==> src/hdl/fvsg_pkg.sv <==
`timescale 1ns / 1ps
// ----------------------------------------------------------------------------
// fvsg_pkg: shared definitions for the file view segment generator
// Sizes, register codes, opcodes and the bundles passed between submodules.
// ----------------------------------------------------------------------------
package fvsg_pkg;

  localparam int MAX_SEGMENTS = 256;
  localparam int MAX_PIECES   = 64;

  localparam int SEG_IDX_W   = (MAX_SEGMENTS > 1) ? $clog2(MAX_SEGMENTS) : 1;
  localparam int SEG_CNT_W   = $clog2(MAX_SEGMENTS + 1);
  localparam int SKIP_W      = SEG_CNT_W + 1;
  localparam int PIECE_CNT_W = $clog2(MAX_PIECES + 1);

  localparam int ADDR_W     = 48;
  localparam int LEN_W      = 32;
  localparam int INDEX_W    = 8;
  localparam int CNT_REG_W  = 9;
  localparam int APB_DATA_W = 64;
  localparam int APB_ADDR_W = 5;

  localparam logic OP_LOAD    = 1'b0;
  localparam logic OP_REQUEST = 1'b1;

  typedef enum logic [1:0] {
    REG_SEGMENT_COUNT     = 2'd0,
    REG_VIEW_EXTENT       = 2'd1,
    REG_VIEW_DISPLACEMENT = 2'd2
  } reg_idx_t;

  typedef struct packed {
    logic [CNT_REG_W-1:0] segment_count;
    logic [ADDR_W-1:0]    view_extent;
    logic [ADDR_W-1:0]    view_displacement;
  } cfg_t;

  typedef struct packed {
    logic                 we;
    logic [SEG_IDX_W-1:0] waddr;
    logic [ADDR_W-1:0]    base;
    logic [LEN_W-1:0]     len;
  } seg_wr_t;

  // Count of zero behaves as one; counts past the table size saturate.
  function automatic logic [SEG_CNT_W-1:0] eff_count(input logic [CNT_REG_W-1:0] c);
    logic [SEG_CNT_W-1:0] res;
    if (c == '0) begin
      res = SEG_CNT_W'(1);
    end else if (32'(c) > 32'(MAX_SEGMENTS)) begin
      res = SEG_CNT_W'(MAX_SEGMENTS);
    end else begin
      res = SEG_CNT_W'(c);
    end
    return res;
  endfunction

endpackage

==> src/hdl/fvsg_walker.sv <==
`timescale 1ns / 1ps
// ----------------------------------------------------------------------------
// fvsg_walker: pattern walk sequencer
// Accepts loads and requests, keeps the view cursor and emits pieces. One
// piece is held back so the final one can be marked once the walk ends.
// ----------------------------------------------------------------------------
module fvsg_walker
  import fvsg_pkg::*;
(
  input  logic                 clk,
  input  logic                 rst_n,
  input  logic                 start,
  output logic                 busy,
  input  logic                 in_op,
  input  logic [INDEX_W-1:0]   in_entry_index,
  input  logic [ADDR_W-1:0]    in_entry_base,
  input  logic [LEN_W-1:0]     in_entry_length,
  input  logic [LEN_W-1:0]     in_request_bytes,
  input  cfg_t                 cfg,
  output seg_wr_t              mem_wr,
  output logic [SEG_IDX_W-1:0] mem_raddr,
  input  logic [ADDR_W-1:0]    mem_rd_base,
  input  logic [LEN_W-1:0]     mem_rd_len,
  output logic                 out_strobe,
  output logic [ADDR_W-1:0]    out_piece_address,
  output logic [LEN_W-1:0]     out_piece_length,
  output logic                 out_last_piece,
  output logic                 out_bytes_pending
);

  typedef enum logic [4:0] {
    ST_IDLE = 5'b00001,
    ST_READ = 5'b00010,
    ST_EVAL = 5'b00100,
    ST_EMIT = 5'b01000,
    ST_DONE = 5'b10000
  } state_t;

  state_t                 state_r, state_nxt;
  logic [SEG_IDX_W-1:0]   cur_r, cur_nxt;
  logic [ADDR_W-1:0]      off_r, off_nxt;
  logic [ADDR_W-1:0]      origin_r, origin_nxt;
  logic [ADDR_W-1:0]      od_r, od_nxt;
  logic [LEN_W-1:0]       rem_r, rem_nxt;
  logic [SKIP_W-1:0]      skips_r, skips_nxt;
  logic [PIECE_CNT_W-1:0] k_r, k_nxt;
  logic [LEN_W-1:0]       rest_r, rest_nxt;
  logic [ADDR_W-1:0]      part_r, part_nxt;
  logic                   pend_valid_r, pend_valid_nxt;
  logic [ADDR_W-1:0]      pend_addr_r, pend_addr_nxt;
  logic [LEN_W-1:0]       pend_len_r, pend_len_nxt;
  logic                   out_strobe_r, out_strobe_nxt;
  logic [ADDR_W-1:0]      out_addr_r, out_addr_nxt;
  logic [LEN_W-1:0]       out_len_r, out_len_nxt;
  logic                   out_last_r, out_last_nxt;
  logic                   out_pend_r, out_pend_nxt;

  logic [SEG_CNT_W-1:0]   count;
  logic [SEG_CNT_W-1:0]   cur_inc;
  logic [SKIP_W-1:0]      skips_inc;
  logic [LEN_W-1:0]       take;
  logic                   covers_rest;
  logic                   accept;

  assign count     = eff_count(cfg.segment_count);
  assign cur_inc   = SEG_CNT_W'(cur_r) + SEG_CNT_W'(1);
  assign skips_inc = skips_r + SKIP_W'(1);
  // The rest of the segment covers the request exactly when remaining <= rest.
  assign covers_rest = !(rest_r < rem_r);
  assign take        = covers_rest ? rem_r : rest_r;

  assign busy      = (state_r != ST_IDLE);
  assign accept    = start && !busy;
  assign mem_raddr = cur_r;

  always_comb begin
    mem_wr.we    = accept && (in_op == OP_LOAD) &&
                   (32'(in_entry_index) < 32'(MAX_SEGMENTS));
    mem_wr.waddr = SEG_IDX_W'(in_entry_index);
    mem_wr.base  = in_entry_base;
    mem_wr.len   = in_entry_length;
  end

  always_comb begin
    state_nxt      = state_r;
    cur_nxt        = cur_r;
    off_nxt        = off_r;
    origin_nxt     = origin_r;
    od_nxt         = od_r;
    rem_nxt        = rem_r;
    skips_nxt      = skips_r;
    k_nxt          = k_r;
    rest_nxt       = rest_r;
    part_nxt       = part_r;
    pend_valid_nxt = pend_valid_r;
    pend_addr_nxt  = pend_addr_r;
    pend_len_nxt   = pend_len_r;
    out_strobe_nxt = 1'b0;
    out_addr_nxt   = out_addr_r;
    out_len_nxt    = out_len_r;
    out_last_nxt   = out_last_r;
    out_pend_nxt   = out_pend_r;

    case (state_r)
      ST_IDLE: begin
        if (accept && (in_op == OP_REQUEST) && (in_request_bytes != '0)) begin
          rem_nxt        = in_request_bytes;
          skips_nxt      = '0;
          k_nxt          = '0;
          pend_valid_nxt = 1'b0;
          // A cursor left past a shrunken pattern restarts at the next lap.
          if (SEG_CNT_W'(cur_r) >= count) begin
            cur_nxt    = '0;
            off_nxt    = '0;
            origin_nxt = origin_r + cfg.view_extent;
          end
          state_nxt = ST_READ;
        end
      end
      ST_READ: begin
        od_nxt    = cfg.view_displacement + origin_r;
        state_nxt = ST_EVAL;
      end
      ST_EVAL: begin
        if (off_r >= ADDR_W'(mem_rd_len)) begin
          off_nxt   = off_r - ADDR_W'(mem_rd_len);
          skips_nxt = skips_inc;
          if (cur_inc >= count) begin
            cur_nxt    = '0;
            off_nxt    = '0;
            origin_nxt = origin_r + cfg.view_extent;
          end else begin
            cur_nxt = SEG_IDX_W'(cur_inc);
          end
          // More than a full lap without data means every segment is empty.
          if (skips_inc > SKIP_W'(count)) begin
            state_nxt = ST_DONE;
          end else begin
            state_nxt = ST_READ;
          end
        end else begin
          skips_nxt = '0;
          rest_nxt  = mem_rd_len - off_r[LEN_W-1:0];
          part_nxt  = mem_rd_base + off_r;
          state_nxt = ST_EMIT;
        end
      end
      ST_EMIT: begin
        if (pend_valid_r) begin
          out_strobe_nxt = 1'b1;
          out_addr_nxt   = pend_addr_r;
          out_len_nxt    = pend_len_r;
          out_last_nxt   = 1'b0;
          out_pend_nxt   = 1'b0;
        end
        pend_valid_nxt = 1'b1;
        pend_addr_nxt  = od_r + part_r;
        pend_len_nxt   = take;
        off_nxt        = off_r + ADDR_W'(take);
        rem_nxt        = rem_r - take;
        k_nxt          = k_r + PIECE_CNT_W'(1);
        if (covers_rest || (k_nxt == PIECE_CNT_W'(MAX_PIECES))) begin
          state_nxt = ST_DONE;
        end else begin
          state_nxt = ST_READ;
        end
      end
      ST_DONE: begin
        if (pend_valid_r) begin
          out_strobe_nxt = 1'b1;
          out_addr_nxt   = pend_addr_r;
          out_len_nxt    = pend_len_r;
          out_last_nxt   = 1'b1;
          out_pend_nxt   = (rem_r != '0);
        end
        pend_valid_nxt = 1'b0;
        state_nxt      = ST_IDLE;
      end
      default: begin
        state_nxt = ST_IDLE;
      end
    endcase
  end

  always_ff @(posedge clk) begin
    if (!rst_n) begin
      state_r      <= ST_IDLE;
      cur_r        <= '0;
      off_r        <= '0;
      origin_r     <= '0;
      skips_r      <= '0;
      k_r          <= '0;
      pend_valid_r <= 1'b0;
      out_strobe_r <= 1'b0;
    end else begin
      state_r      <= state_nxt;
      cur_r        <= cur_nxt;
      off_r        <= off_nxt;
      origin_r     <= origin_nxt;
      skips_r      <= skips_nxt;
      k_r          <= k_nxt;
      pend_valid_r <= pend_valid_nxt;
      out_strobe_r <= out_strobe_nxt;
    end
  end

  always_ff @(posedge clk) begin
    od_r        <= od_nxt;
    rem_r       <= rem_nxt;
    rest_r      <= rest_nxt;
    part_r      <= part_nxt;
    pend_addr_r <= pend_addr_nxt;
    pend_len_r  <= pend_len_nxt;
    out_addr_r  <= out_addr_nxt;
    out_len_r   <= out_len_nxt;
    out_last_r  <= out_last_nxt;
    out_pend_r  <= out_pend_nxt;
  end

  assign out_strobe        = out_strobe_r;
  assign out_piece_address = out_addr_r;
  assign out_piece_length  = out_len_r;
  assign out_last_piece    = out_last_r;
  assign out_bytes_pending = out_pend_r;

endmodule

==> config.mk <==
export PLATFORM = sky130hd
export DESIGN_NAME = fvsg_walker
export DESIGN_NICKNAME = d
export VERILOG_FILES = /design/src/hdl/fvsg_pkg.sv /design/src/hdl/fvsg_walker.sv
export SDC_FILE = /design/constraint.sdc
export NUM_CORES = 1
export LEC_CHECK = 0
export CORE_MARGIN = 3
export CORE_UTILIZATION = 43
export CTS_BUF_LIST = sky130_fd_sc_hd__clkbuf_16
export DETAILED_ROUTE_END_ITERATION = 16
export DONT_BUFFER_PORTS = 1
export PLACE_DENSITY = 0.64
export SYNTH_ARGS = -nofsm -noshare
export SYNTH_HDL_FRONTEND = slang
export SYNTH_SLANG_ARGS = --single-unit
==> constraint.sdc <==
create_clock -name clk -period 12.5 [get_ports clk]
set_input_delay 0.625 -clock clk [delete_from_list [all_inputs] [get_ports clk]]
set_output_delay 0.625 -clock clk [all_outputs]
set_load 0.05 [all_outputs]
==> metrics <==
outcome finished clean; hold violation count in the final report 0; count of mapped cells out of synthesis 3773; effective utilization at floorplan 0.4377; Clock transition at path regs 0.06 ns; routed len/inst 20.11 um; Total Routing Usage GR 0.2232; drt via density 5.695; worst rel slew slack 0.2380; Chip Height 288.0 um; router iterations before antenna repair 6; area of all sequential standard cells 12230 sq um; Horiz. Die Dim 288.0 um; clock tree root driver cell clkbuf_16; floorplan row count 102; total wire length 95390 um; number of synthesis warnings 0; count of antenna-violating nets left after detailed routing 0; number of antenna violations at the first check in global routing 22; combined area of the multi-input logic cells 20050 sq um; Clock Skews 0.01254 ns; CP Class flop to flop; FILL cells 7599; Yosys top cell by area edfxtp_1; synth-to-layout area growth 6.336%; slew at the pin closest to its max-slew limit 1.134 ns; primary flip-flop cell chosen by synthesis mapping edfxtp_1; number of synthesized register bits 450; required time at the endpoint of the critical path 13.05 ns; placeable core region 78100 sq um; internal reg-to-reg setup slack 5.42 ns; share of the clock period used by the worst path 0.5667; hold crit path type input pin to flop; achievable clock frequency 0.1412 GHz; utilization after layout 0.4654; global-route wire length before repair 145500 um; share of post-route cells with drive strength above 1 0.03900; Seq/Total Area, Yosys 0.3578; residual overflow from global routing 0; top fanout value on the critical path 66; via count of the first global-routing pass 25694; top-level I/O count 490; final setup vio count 0; total of max-cap violations 0; HPWL Detailed 74920 um; maximum vdd drop 0.09837 mV; element type at the critical path end flop; largest buffer count on any clock path 3; post-cts resize count 0; post-CTS setup buffer count 0; routed vias 27011; data arrival time of the worst path 7.64 ns; Avg Inst Size Synth 9.060 sq um; Net count, final 4343; cell types occupying the most area after synthesis edfxtp_1 (28%), ha_1 (14%), dfxtp_1 (7.5%), a21oi_1 (5.2%), xnor2_1 (4.6%); total DRC errors in the routed layout 0; number of H-tree levels 2; fraction of post-synthesis cell area in the top cell type by area 0.2829; CTS tree yes; Final Max Tran Viols 0; Net Count, Synth 4469; clock insertion delay at the later pin of the skew report 0.61 ns; CTS sink cnt 450; DRC marker count from the first detailed-route iteration 1792; number of enable flip-flop cells after synthesis 322; number of unique standard cell types used by synthesis 83; die area 82920 sq um; total power density per cell area 96.82 nW/um^2; IO buf count 0; mapped cell area 34180 sq um; Critical Path Start Type flop; leakage dissipation 15.59 nW; Setup TNS Final 0 ns; pin count of the biggest net entering global routing 89; hold-fix buffers at CTS 0; setup repair after global routing missed its margin no; number of buffers created by CTS 55; final RePlAce weighted congestion 0.9011; share of flip-flops with an asynchronous set or reset after synthesis 0; total power after layout 3.519 mW; shortest period the worst path allows 7.083 ns
## placed cells by master (no fill, tap or decap), types with 45 or more instances in the layout
cell         n
clkbuf_16   55
a21o_1     196
nor2_1     226
nand3_1     80
xnor2_1    181
nand2_1    336
a21oi_1    358
edfxtp_1   322
xor2_1     113
nand4_1     51
dfxtp_1    128
nor3_1      50
nand2b_1    49
o21ai_0    257
ha_1       379
o21a_1      45
and3_1      50
nor2b_1     52
inv_1      228
## Yosys cell counts, drive strengths merged (50+ instances only)
master / instances
ha: 379
a21oi: 358
nand2: 337
edfxtp: 322
o21ai: 264
nor2: 228
inv: 216
a21o: 196
xnor2: 181
dfxtp: 128
xor2: 113
buf: 112
clkbuf: 91
nand3: 82
nor2b: 52
nand4: 51
nor3: 51
and3: 50
## routing by layer
metal  share of wire  track usage
met5          0.0015            0
met4           0.035      0.07409
met3           0.078      0.06382
met2            0.46       0.3641
met1            0.43       0.2838
## sequential cells by signal, summed over array words and instances (netlist names), 5 cells and up
name               cells
k_r                    7
pend_addr_r           48
out_piece_address     48
od_r                  48
state_r                5
rem_r                 32
mem_raddr              8
out_piece_length      32
off_r                 48
part_r                48
rest_r                32
pend_len_r            32
origin_r              48
skips_r               10
## critical path, stage by stage (launching register included)
cell and delay [ns]:
edfxtp_1 0.42, inv_1 0.09, ha_1 0.30, a21o_1 0.16, a21oi_1 0.15, nor2b_1 0.06
o21ai_0 0.15, nand2b_1 0.08, a2111oi_0 0.49, o21ai_0 0.32, a31oi_4 0.19, buf_4 0.50
o21ai_0 0.24, ha_1 0.31, a21o_1 0.18, a21oi_1 0.21, nor2b_1 0.09, o31ai_1 0.43
a211oi_1 0.27, a31oi_1 0.56, o21ai_1 0.23, a221oi_2 0.76, nor2b_1 0.20, o211a_1 0.27
a211oi_1 0.21, o21a_1 0.13
## logic make-up (layout without fill, tap and decap cells)
family,count (synthesis),after routing,synth area share
fa+ha+maj,387,387,0.1434
simple gates,1022,1022,0.1437
compound gates,1196,1196,0.2216
xor+xnor,294,294,0.07533
buf+inv,422,341,0.05754
other cells,0,11,0
flops,450,450,0.3578
mux,2,2,0.0006588
## stage by stage
step | hold slack (ns) | setup slack, ns | instances | area, sq um
2_1_floorplan | 0.4003 | 5.106 | 3773 | 34180
3_3_place_gp | 0.4022 | 5.637 | 4630 | 34560
3_5_place_dp | 0.4045 | 5.552 | 4630 | 34560
4_1_cts | 0.1020 | 5.490 | 4732 | 36320
5_1_grt | 0.1007 | 4.869 | 4732 | 36320
6_report | 0.1393 | 5.417 | 4743 | 36350
## final timing paths
check | from | to | cells past startpoint
worst max-delay path | rem_r[1]$_DFFE_PP_ | off_r[41]$_SDFFE_PN0P_ | 25
worst min-delay path | rst_n | k_r[6]$_SDFFE_PN0P_ | 2
worst min register to register | pend_len_r[16]$_DFFE_PP_ | out_piece_length[16]$_DFFE_PP_ | 0
worst max register to register | rem_r[1]$_DFFE_PP_ | off_r[41]$_SDFFE_PN0P_ | 25
## final cells by class
| type | count | share of cell area |
|---|---|---|
| multi-input combinational | 2901 | 0.5517 |
| sequential | 450 | 0.3365 |
| clock buffer | 55 | 0.03786 |
| tap | 1040 | 0.03580 |
| inverter | 219 | 0.02268 |
| clock inverter | 47 | 0.01060 |
| timing repair buffer | 20 | 0.004131 |
| antenna | 11 | 0.0007573 |
## power breakdown
group | switching (mW) | internal [mW]
combinational | 0.209 | 0.135
clock | 0.662 | 0.905
sequential | 0.00724 | 1.60
total | 0.878 | 2.64
Note: power is estimated with default switching activity, not from simulation.
