===== config.mk =====
export PLATFORM = sky130hd
export DESIGN_NAME = fvsg_cfg
export DESIGN_NICKNAME = d
export VERILOG_FILES = /design/src/hdl/fvsg_pkg.sv /design/src/hdl/fvsg_cfg.sv
export SDC_FILE = /design/constraint.sdc
export NUM_CORES = 1
export LEC_CHECK = 0
export ABC_AREA = 1
export BUFFER_PORTS_ARGS = -buffer_cell sky130_fd_sc_hd__buf_2
export CAP_MARGIN = 5
export CORE_MARGIN = 8
export CORE_UTILIZATION = 47
export DETAILED_ROUTE_END_ITERATION = 6
export PLACE_DENSITY_LB_ADDON = 0.15
export SLEW_MARGIN = 0
export SYNTH_ARGS = -nofsm -noshare
export SYNTH_HDL_FRONTEND = slang
export SYNTH_SLANG_ARGS = --single-unit

===== constraint.sdc =====
create_clock -name clk -period 1.2 [get_ports clk]
set_input_delay 0.06 -clock clk [delete_from_list [all_inputs] [get_ports clk]]
set_output_delay 0.06 -clock clk [all_outputs]
set_load 0.01 [all_outputs]

===== src/hdl/fvsg_pkg.sv =====
`timescale 1ns / 1ps
// ----------------------------------------------------------------------------
// fvsg_pkg: shared definitions for the file view segment generator
// Sizes, register codes, opcodes and the bundles passed between submodules.
// ----------------------------------------------------------------------------
package fvsg_pkg;

  localparam int MAX_SEGMENTS = 256;
  localparam int MAX_PIECES   = 64;

  localparam int SEG_IDX_W   = (MAX_SEGMENTS > 1) ? $clog2(MAX_SEGMENTS) : 1;
  localparam int SEG_CNT_W   = $clog2(MAX_SEGMENTS + 1);
  localparam int SKIP_W      = SEG_CNT_W + 1;
  localparam int PIECE_CNT_W = $clog2(MAX_PIECES + 1);

  localparam int ADDR_W     = 48;
  localparam int LEN_W      = 32;
  localparam int INDEX_W    = 8;
  localparam int CNT_REG_W  = 9;
  localparam int APB_DATA_W = 64;
  localparam int APB_ADDR_W = 5;

  localparam logic OP_LOAD    = 1'b0;
  localparam logic OP_REQUEST = 1'b1;

  typedef enum logic [1:0] {
    REG_SEGMENT_COUNT     = 2'd0,
    REG_VIEW_EXTENT       = 2'd1,
    REG_VIEW_DISPLACEMENT = 2'd2
  } reg_idx_t;

  typedef struct packed {
    logic [CNT_REG_W-1:0] segment_count;
    logic [ADDR_W-1:0]    view_extent;
    logic [ADDR_W-1:0]    view_displacement;
  } cfg_t;

  typedef struct packed {
    logic                 we;
    logic [SEG_IDX_W-1:0] waddr;
    logic [ADDR_W-1:0]    base;
    logic [LEN_W-1:0]     len;
  } seg_wr_t;

  // Count of zero behaves as one; counts past the table size saturate.
  function automatic logic [SEG_CNT_W-1:0] eff_count(input logic [CNT_REG_W-1:0] c);
    logic [SEG_CNT_W-1:0] res;
    if (c == '0) begin
      res = SEG_CNT_W'(1);
    end else if (32'(c) > 32'(MAX_SEGMENTS)) begin
      res = SEG_CNT_W'(MAX_SEGMENTS);
    end else begin
      res = SEG_CNT_W'(c);
    end
    return res;
  endfunction

endpackage


===== src/hdl/fvsg_cfg.sv =====
`timescale 1ns / 1ps
// ----------------------------------------------------------------------------
// fvsg_cfg: configuration register file
// APB-style slave holding segment count, view extent and view displacement.
// ----------------------------------------------------------------------------
module fvsg_cfg
  import fvsg_pkg::*;
(
  input  logic                  clk,
  input  logic                  rst_n,
  input  logic                  psel,
  input  logic                  penable,
  input  logic                  pwrite,
  input  logic [APB_ADDR_W-1:0] paddr,
  input  logic [APB_DATA_W-1:0] pwdata,
  output logic [APB_DATA_W-1:0] prdata,
  output logic                  pready,
  output cfg_t                  cfg
);

  cfg_t     cfg_r, cfg_nxt;
  reg_idx_t idx;
  logic     wr_en;

  // Registers sit on 8-byte boundaries.
  assign idx    = reg_idx_t'(paddr[APB_ADDR_W-1:3]);
  assign wr_en  = psel && penable && pwrite;
  assign pready = 1'b1;
  assign cfg    = cfg_r;

  always_comb begin
    cfg_nxt = cfg_r;
    if (wr_en) begin
      case (idx)
        REG_SEGMENT_COUNT:     cfg_nxt.segment_count     = pwdata[CNT_REG_W-1:0];
        REG_VIEW_EXTENT:       cfg_nxt.view_extent       = pwdata[ADDR_W-1:0];
        REG_VIEW_DISPLACEMENT: cfg_nxt.view_displacement = pwdata[ADDR_W-1:0];
        default:               cfg_nxt = cfg_r;
      endcase
    end
  end

  always_comb begin
    case (idx)
      REG_SEGMENT_COUNT:     prdata = APB_DATA_W'(cfg_r.segment_count);
      REG_VIEW_EXTENT:       prdata = APB_DATA_W'(cfg_r.view_extent);
      REG_VIEW_DISPLACEMENT: prdata = APB_DATA_W'(cfg_r.view_displacement);
      default:               prdata = '0;
    endcase
  end

  always_ff @(posedge clk) begin
    if (!rst_n) begin
      cfg_r.segment_count     <= CNT_REG_W'(1);
      cfg_r.view_extent       <= '0;
      cfg_r.view_displacement <= '0;
    end else begin
      cfg_r <= cfg_nxt;
    end
  end

endmodule


==> impl_metrics.tcl, run 1 <==
set metrics [dict create \
    place_hpwl_um 10100 \
    r2r-start "cfg[96]" \
    crit_path_start_kind "flip-flop" \
    criticalPathCategory "flip-flop to output port" \
    area.growth.synth_to_final_pct 26.7 \
    outcome "complete, no violations" \
    grt_pass1_vias 4692 \
    required_ns 1.14 \
    met1_usage_pct 24.7 \
    synth_mux_area_share_pct 0 \
    firstDrtPassIters 4 \
    finalSetupViolCount 0 \
    end_kind "output port" \
    drt_wl_total_um 14600 \
    drive_above_1_share_pct 24.4 \
    crit_start "cfg[103]" \
    place_area_um2 6200 \
    dieArea_um2 14300 \
    rr_endpoint "cfg[96]" \
    crit_path_max_incr_delay_ns 0.39 \
    antennaDiodeCount 0 \
    rsz0062_at_grt "no" \
    die_w_um 120 \
    drt_iter0_drc 358 \
    synth-seq-cells 105 \
    antenna_found_initial 0 \
    tritoncts "done" \
    clock_skew_ns 0 \
    fin_hold_ws_ns 0.0288 \
    synth_xor_area_share_pct 0 \
    htree_levels 3 \
    post_drt_wl_per_cell_um 12.8 \
    clk_path_buf_depth 2 \
    synth_compound_area_share_pct 0.0992 \
    endpoint "prdata[7]" \
    drc 0 \
    fin_crit_sh_pct 88.8 \
    crit_chain "nand2_1 > nand3_1 > buf_2" \
    power.density_nw_per_um2 1040 \
    track_usage_pct 19.5 \
    grt.busiest_layer "met2" \
    cts-buffers-inserted 9 \
    synth_fa_ha_area_share_pct 0 \
    synth_top_family_by_area "simple AND/OR/NAND/NOR gates" \
    crit_slowest_cell "dfxtp_1" \
    antenna_left 0 \
    tns_ns 0 \
    reg2reg_depth 2 \
    clk_latency_ns 0.34 \
    max-cap-violations 0 \
    regToRegSetupSlack_ns 0.58 \
    crit_fanout 3 \
    yosys_warnings 0 \
    num_io_pins 244 \
    hold_class "input pin to flip-flop" \
    finalNetCount 1065 \
    start_util_pct 47.4 \
    root_buffer "clkbuf_8" \
    io_buffers 207 \
    viasPerCell 4.67 \
    rows 38 \
    largest_register_ff_count 105 \
    syn_inst 813 \
    syn_area_um2 5050 \
    cts.reportedPaths.clkPinSlew_ns 0.10 \
    synth_cell_type_count 13 \
    slew_violations 0 \
    routabilityCongestion 0.760 \
    grt_pass1_wl_um 23500 \
    numClockSinks 105 \
    power.leakage_uw 0.00352 \
    ir_drop_uv 650 \
    grt_util_met3_pct 5.68 \
    fin_area_um2 6390 \
    min_period_ns 1.07 \
    fp.coreArea_um2 10700 \
    vias 5304 \
    use_met2_pct 31.8 \
    yosys.area_share.simple_pct 46.4 \
    arrival_ns 1.01 \
    grt_start_max_net_pins 57 \
    final-hold-violation-count 0 \
    grt.overflow.total 0 \
    ys_seq_area_share_pct 41.7 \
    die_y_um 120 \
    max_freq_mhz 939 \
    syn_avg_cell_area_um2 6.21 \
]
-- layout by cell type (no fill, tap or decap) --
master | netlist | final
nor2_1 | 212 | 209
clkbuf_8 | 0 | 9
nand2_1 | 253 | 253
inv_2 | 2 | 2
conb_1 | 2 | 17
bufinv_16 | 0 | 1
buf_4 | 27 | 4
buf_2 | 26 | 207
clkinvlp_4 | 0 | 2
clkinv_4 | 0 | 1
clkbuf_1 | 10 | 3
buf_12 | 0 | 11
nor2_2 | 3 | 1
nor2_4 | 0 | 5
dfxtp_1 | 105 | 105
inv_1 | 49 | 49
o21ai_0 | 1 | 1
dlygate4sd3_1 | 0 | 1
nand3_1 | 115 | 115
-- worst min path at each step --
| stage | startpoint | to | slack [ns] | cells past startpoint |
|---|---|---|---|---|
| 3_5_place_dp | pwdata[0] | cfg[96] | 0.30 | 3 |
| 6_report | pwdata[21] | cfg[21] | 0.03 | 5 |
| 2_1_floorplan | pwdata[0] | cfg[96] | 0.19 | 2 |
| 5_1_grt | pwdata[26] | cfg[74] | 0.02 | 5 |
| 4_1_cts | pwdata[46] | cfg[94] | 0.01 | 5 |
| 3_3_place_gp | pwdata[0] | cfg[96] | 0.29 | 3 |
-- worst max-delay path: cells and delay by family (launching register included) --
family        cells  cell delay, ns
buf+inv           1            0.13
flops             1            0.39
simple gates      2            0.15
-- synthesized netlist by cell type --
master | count | area share (%)
inv_2 | 2 | 0.15
inv_1 | 49 | 3.6
nor2_2 | 3 | 0.37
buf_1 | 8 | 0.60
buf_4 | 27 | 4.0
buf_2 | 26 | 2.6
nand3_1 | 115 | 11
nand2_1 | 253 | 19
conb_1 | 2 | 0.15
o21ai_0 | 1 | 0.099
nor2_1 | 212 | 16
dfxtp_1 | 105 | 42
clkbuf_1 | 10 | 0.74
-- power breakdown --
group          total [uW]  leakage, uW  internal [uW]  switching [uW]
registers            3620     0.000850           3560            60.7
logic                 867      0.00259            325             542
clock network        2140    0.0000868            974            1170
total                6630      0.00352           4860            1770
-- logic make-up after synthesis --
logic type | Yosys count
buffers and inverters | 122
DFF | 105
and+or+nand+nor | 583
AOI/OAI and AO/OA | 1
other | 2
-- area by class of cell --
class | count | area, um2
inverters | 51 | 191
clock buffers | 12 | 135
fillers | 1151 | 4260
repair buffers | 223 | 1300
flip-flops and latches | 105 | 2100
multi-input cells | 601 | 2440
well taps | 140 | 175
clock inverters | 4 | 53.8
-- metrics by stage --
stage	power [uW]	setup slack [ns]	std cells	utilization (%)
after floorplan	4270	0.269	828	-
after global placement	4560	0.130	1119	58.2
after detailed placement	4570	0.0972	1119	58.2
after CTS	6710	0.107	1136	60.0
after global routing	6980	0.0385	1136	60.0
final	6630	0.135	1136	60.0
-- per-layer routing --
metal,vias up,share of wire (%),wire length (um)
met5,-,0,0
met4,0,0.64,93
met3,8,8.7,1270
met2,177,46,6780
met1,2339,44,6450
li1,2780,-,-
-- what timing repair did --
action                                  CTS  global route
endpoints found under the hold margin     1             0
hold buffers                              1             0
resized for setup                         0             0
endpoints found under the setup margin    0             0
buffers inserted                          0             0
No activity file was read; power rests on OpenSTA's default activity.
==> run 2: changes to the inputs <==
CORE_MARGIN = 1   (was 8)
CORE_UTILIZATION = 42   (was 47)
clock period = 0.9 ns   (was 1.2 ns; I/O delays follow)
==> impl_metrics.tcl, run 2 (same netlist as run 1, synthesis figures left out) <==
set metrics [dict create \
    power.switching_uw 2560 \
    drt_iter0_drc 284 \
    antenna_left 0 \
    layout_commonest_cell "nand2_1" \
    grt_pass1_wl_um 24600 \
    track_usage_pct 24.4 \
    finalSetupViolCount 63 \
    violations "design-rule violations, negative setup slack" \
    drive_above_1_share_pct 40.5 \
    crit_fanout 3 \
    ir_drop_uv 781 \
    max_freq_mhz 985 \
    die_w_um 112 \
    multi_input_area_um2 2530 \
    pre_cts_slack_ns -0.143 \
    io_buffers 207 \
    max-cap-violations 0 \
    drt_wl_total_um 15400 \
    cts-buffers-inserted 9 \
    swShare_pct 25.8 \
    hold_class "input pin to flip-flop" \
    place_hpwl_um 9410 \
    crit_chain "nand2_1 > nand2_1 > buf_2" \
    slew_violations 0 \
    die_y_um 112 \
    arrival_ns 0.97 \
    clock_skew_ns 0 \
    min_period_ns 1.01 \
    vias 5584 \
    dieArea_um2 12500 \
    required_ns 0.85 \
    crit_slowest_cell "dfxtp_2" \
    fill_cells 1140 \
    fin_ws_ns -0.115 \
    drc 39 \
    outcome "complete, but fails checks" \
    crit_path_max_incr_delay_ns 0.35 \
    final_cell_count_no_fill 1180 \
    power.leakage_uw 0.00396 \
    crit_path_start_kind "flip-flop" \
    regArea_um2 2230 \
    antenna_found_initial 1 \
    routabilityCongestion 0.753 \
    clk_latency_ns 0.34 \
    power.internal_uw 7370 \
    grt_start_max_net_pins 57 \
    critPathMostFrequentCell "nand2_1" \
    fin_crit_sh_pct 113 \
    fin_hold_ws_ns 0.0339 \
    root_buffer "clkbuf_16" \
    rsz0062_at_grt "yes" \
    grt.overflow.total 0 \
    rows 39 \
    area.growth.synth_to_final_pct 44.7 \
    combinationalPowerShare_pct 14.2 \
    num_io_pins 244 \
    finalNetCount 1106 \
    power.density_nw_per_um2 1360 \
    end_kind "output port" \
    numClockSinks 105 \
    firstDrtPassIters 7 \
    largest_register_ff_count 105 \
    final_cell_mix "nand2_1 (229), nor2_1 (209), buf_2 (187), nand3_1 (110), dfxtp_2 (105)" \
    p_clk_share_pct 36.9 \
    cts.reportedPaths.clkPinSlew_ns 0.07 \
    final-hold-violation-count 0 \
    power_frac_seq_pct 48.9 \
    placed_cells 1132 \
    power.total_uw 9920 \
    tritoncts "done" \
    htree_levels 3 \
    viasPerCell 4.73 \
    criticalPathCategory "flip-flop to output port" \
    start_util_pct 43.6 \
    fp.coreArea_um2 11600 \
    grt_pass1_vias 4912 \
    post_drt_wl_per_cell_um 13.1 \
    clk_path_buf_depth 2 \
]
## run 2: critical path, delay by kind of cell, from the launching register on
kind	cells	cell delay [ns]
DFF	1	0.35
and+or+nand+nor	2	0.15
buffers and inverters	1	0.14
## run 2: final cells by class
cell class,count,area share (%)
multi-input cells,601,34.6
diodes,2,0.0686
repair buffers,264,25.9
well taps,143,2.45
clock buffers,11,3.46
flip-flops and latches,105,30.6
clock inverters,3,0.240
inverters,51,2.66
## run 2: layer usage
layer	part of all wire [%]	track usage (%)	up-vias
li1	-	-	2872
met1	46	33.0	2535
met2	47	40.6	169
met3	5.8	3.43	8
met4	0.73	7.03	0
met5	0	0	-
## run 2: stage by stage
stage	area, um2	utilization (%)	TNS [ns]
after floorplan	5100	-	0
after global placement	6290	54.4	-9.93
after detailed placement	6290	54.4	-12.66
after CTS	7040	60.9	-3.62
after global routing	7290	63.1	-6.75
final	7300	63.1	-3.21
## run 2: worst paths after layout
path,startpoint,end,slack (ns),cells past startpoint
setup / recovery,cfg[94],prdata[46],-0.11,3
hold / removal,pwdata[18],cfg[66],0.03,5
setup reg to reg,cfg[35],cfg[35],0.19,3
hold reg to reg,cfg[34],cfg[34],0.49,2
## run 2: timing repair
item | in CTS | in global routing
setup buffers | 11 | 16
hold endpoints to repair | 1 | 0
resized for setup | 117 | 52
setup endpoints to repair | 90 | 100
hold buffers | 1 | 0
cloned | 6 | 1
pin swaps | 30 | 53
## run 2: power groups by stage
stage | combinational [uW] | clock (uW) | sequential (uW)
2_1_floorplan | 721 | 0 | 4970
3_3_place_gp | 1190 | 0 | 4930
3_5_place_dp | 1200 | 0 | 4930
4_1_cts | 1390 | 3740 | 4850
5_1_grt | 1560 | 3950 | 4860
6_report | 1410 | 3660 | 4850
==> run 3: changes to the inputs <==
RECOVER_POWER = 50   (was not set)
==> impl_metrics.tcl, run 3 (same netlist as run 1, synthesis figures left out) <==
set metrics [dict create \
    track_usage_pct 24.4 \
    finalSetupViolCount 72 \
    num_io_pins 244 \
    critPathMostFrequentCell "nand2_1" \
    fp.coreArea_um2 11600 \
    drc 39 \
    layout_commonest_cell "nand2_1" \
    max-cap-violations 0 \
    power.leakage_uw 0.00394 \
    crit_slowest_cell "dfxtp_2" \
    post_drt_wl_per_cell_um 13.1 \
    finalNetCount 1106 \
    final-hold-violation-count 0 \
    placed_cells 1132 \
    drive_above_1_share_pct 40.2 \
    viasPerCell 4.72 \
    final_cell_mix "nand2_1 (229), nor2_1 (210), buf_2 (185), nand3_1 (110), dfxtp_2 (105)" \
    antenna_found_initial 1 \
    crit_path_start_kind "flip-flop" \
    pre_cts_slack_ns -0.143 \
    r2r-start "cfg[35]" \
    required_ns 0.85 \
    fin_ws_ns -0.111 \
    area.growth.synth_to_final_pct 43.8 \
    die_y_um 112 \
    grt.overflow.total 0 \
    crit_buf_inv 1 \
    die_w_um 112 \
    dieArea_um2 12500 \
    antenna_left 0 \
    crit_start "cfg[94]" \
    clock_skew_ns 0 \
    ir_drop_uv 780 \
    grt_start_max_net_pins 57 \
    grt_pass1_vias 4912 \
    rsz0062_at_grt "yes" \
    largest_register_ff_count 105 \
    crit_chain "nand2_1 > nand2_1 > buf_2" \
    final_cell_count_no_fill 1180 \
    min_period_ns 1.01 \
    drt_wl_total_um 15400 \
    clk_path_buf_depth 2 \
    numClockSinks 105 \
    path_depth 3 \
    grt_pass1_wl_um 24600 \
    start_util_pct 43.6 \
    power.density_nw_per_um2 1360 \
    vias 5566 \
    place_hpwl_um 9410 \
    tritoncts "done" \
    hold_class "input pin to flip-flop" \
    fin_util_pct 62.7 \
    fin_crit_sh_pct 112 \
    htree_levels 3 \
    outcome "complete, but fails checks" \
    hold_depth 5 \
    path_delay_family "flip-flops" \
    firstDrtPassIters 7 \
    violations "design-rule violations, negative setup slack" \
    rows 39 \
    clk_latency_ns 0.34 \
    min_from "pwdata[18]" \
    crit_fanout 3 \
    io_buffers 207 \
    end_kind "output port" \
    root_buffer "clkbuf_16" \
    arrival_ns 0.97 \
    routabilityCongestion 0.753 \
    reg2reg_depth 3 \
    criticalPathCategory "flip-flop to output port" \
    max_freq_mhz 990 \
    slew_violations 0 \
    crit_path_max_incr_delay_ns 0.35 \
    cts-buffers-inserted 9 \
    cts.reportedPaths.clkPinSlew_ns 0.07 \
    drt_iter0_drc 245 \
]
run 3: cell count changes in the layout (fill, tap and decap cells not counted):
cell / previous run / this run
buf_12: 13 / 9
buf_2: 187 / 185
buf_6: 28 / 32
clkbuf_1: 0 / 2
nor2_1: 209 / 210
nor2_4: 5 / 4
run 3: what timing repair did:
| action | CTS | global route |
|---|---|---|
| resized for setup | 117 | 52 |
| pin swaps | 30 | 53 |
| endpoints found under the hold margin | 1 | 0 |
| hold buffers | 1 | 0 |
| cloned | 6 | 1 |
| endpoints found under the setup margin | 90 | 100 |
| setup buffers | 11 | 16 |
run 3: through the flow:
| step | TNS, ns | power, uW | area (um2) | hold WS, ns |
|---|---|---|---|---|
| 3_3_place_gp | -9.93 | 6120 | 6290 | 0.277 |
| 3_5_place_dp | -12.66 | 6130 | 6290 | 0.282 |
| 4_1_cts | -3.62 | 9980 | 7040 | 0.0281 |
| 2_1_floorplan | 0 | 5690 | 5100 | 0.171 |
| 5_1_grt | -7.68 | 10300 | 7250 | 0.0519 |
| 6_report | -3.30 | 9900 | 7250 | 0.0350 |
run 3: final timing paths:
path / endpoint / slack [ns]
worst max-delay path: prdata[46] / -0.11
worst min-delay path: cfg[66] / 0.04
worst max register to register: cfg[35] / 0.19
worst min register to register: cfg[36] / 0.49
run 3: per-layer routing:
layer	track usage [%]	wire length, um	vias up
li1	-	-	2872
met1	33.0	7050	2499
met2	40.6	7260	187
met3	3.43	1020	8
met4	7.03	113	0
met5	0	0	-
run 3: power by group:
part	switching, uW	total [uW]	leakage, uW	internal, uW
clock	1670	3660	0.000133	1990
sequential	85.1	4850	0.000900	4770
combinational	796	1390	0.00291	593
run 3: layout make-up:
class	instances	area (um2)
Fill cell	1148	4310
Multi-Input combinational cell	601	2520
Sequential cell	105	2230
Timing Repair Buffer	264	1850
Clock buffer	11	253
Inverter	51	194
Tap cell	143	179
Clock inverter	3	17.5
Antenna cell	2	5.00
run 3: worst reg2reg max path, cell delays in order (launching register included):
cell     delay (ns)
dfxtp_2        0.34
buf_4          0.13
nor2_1         0.09
nor2_1         0.05
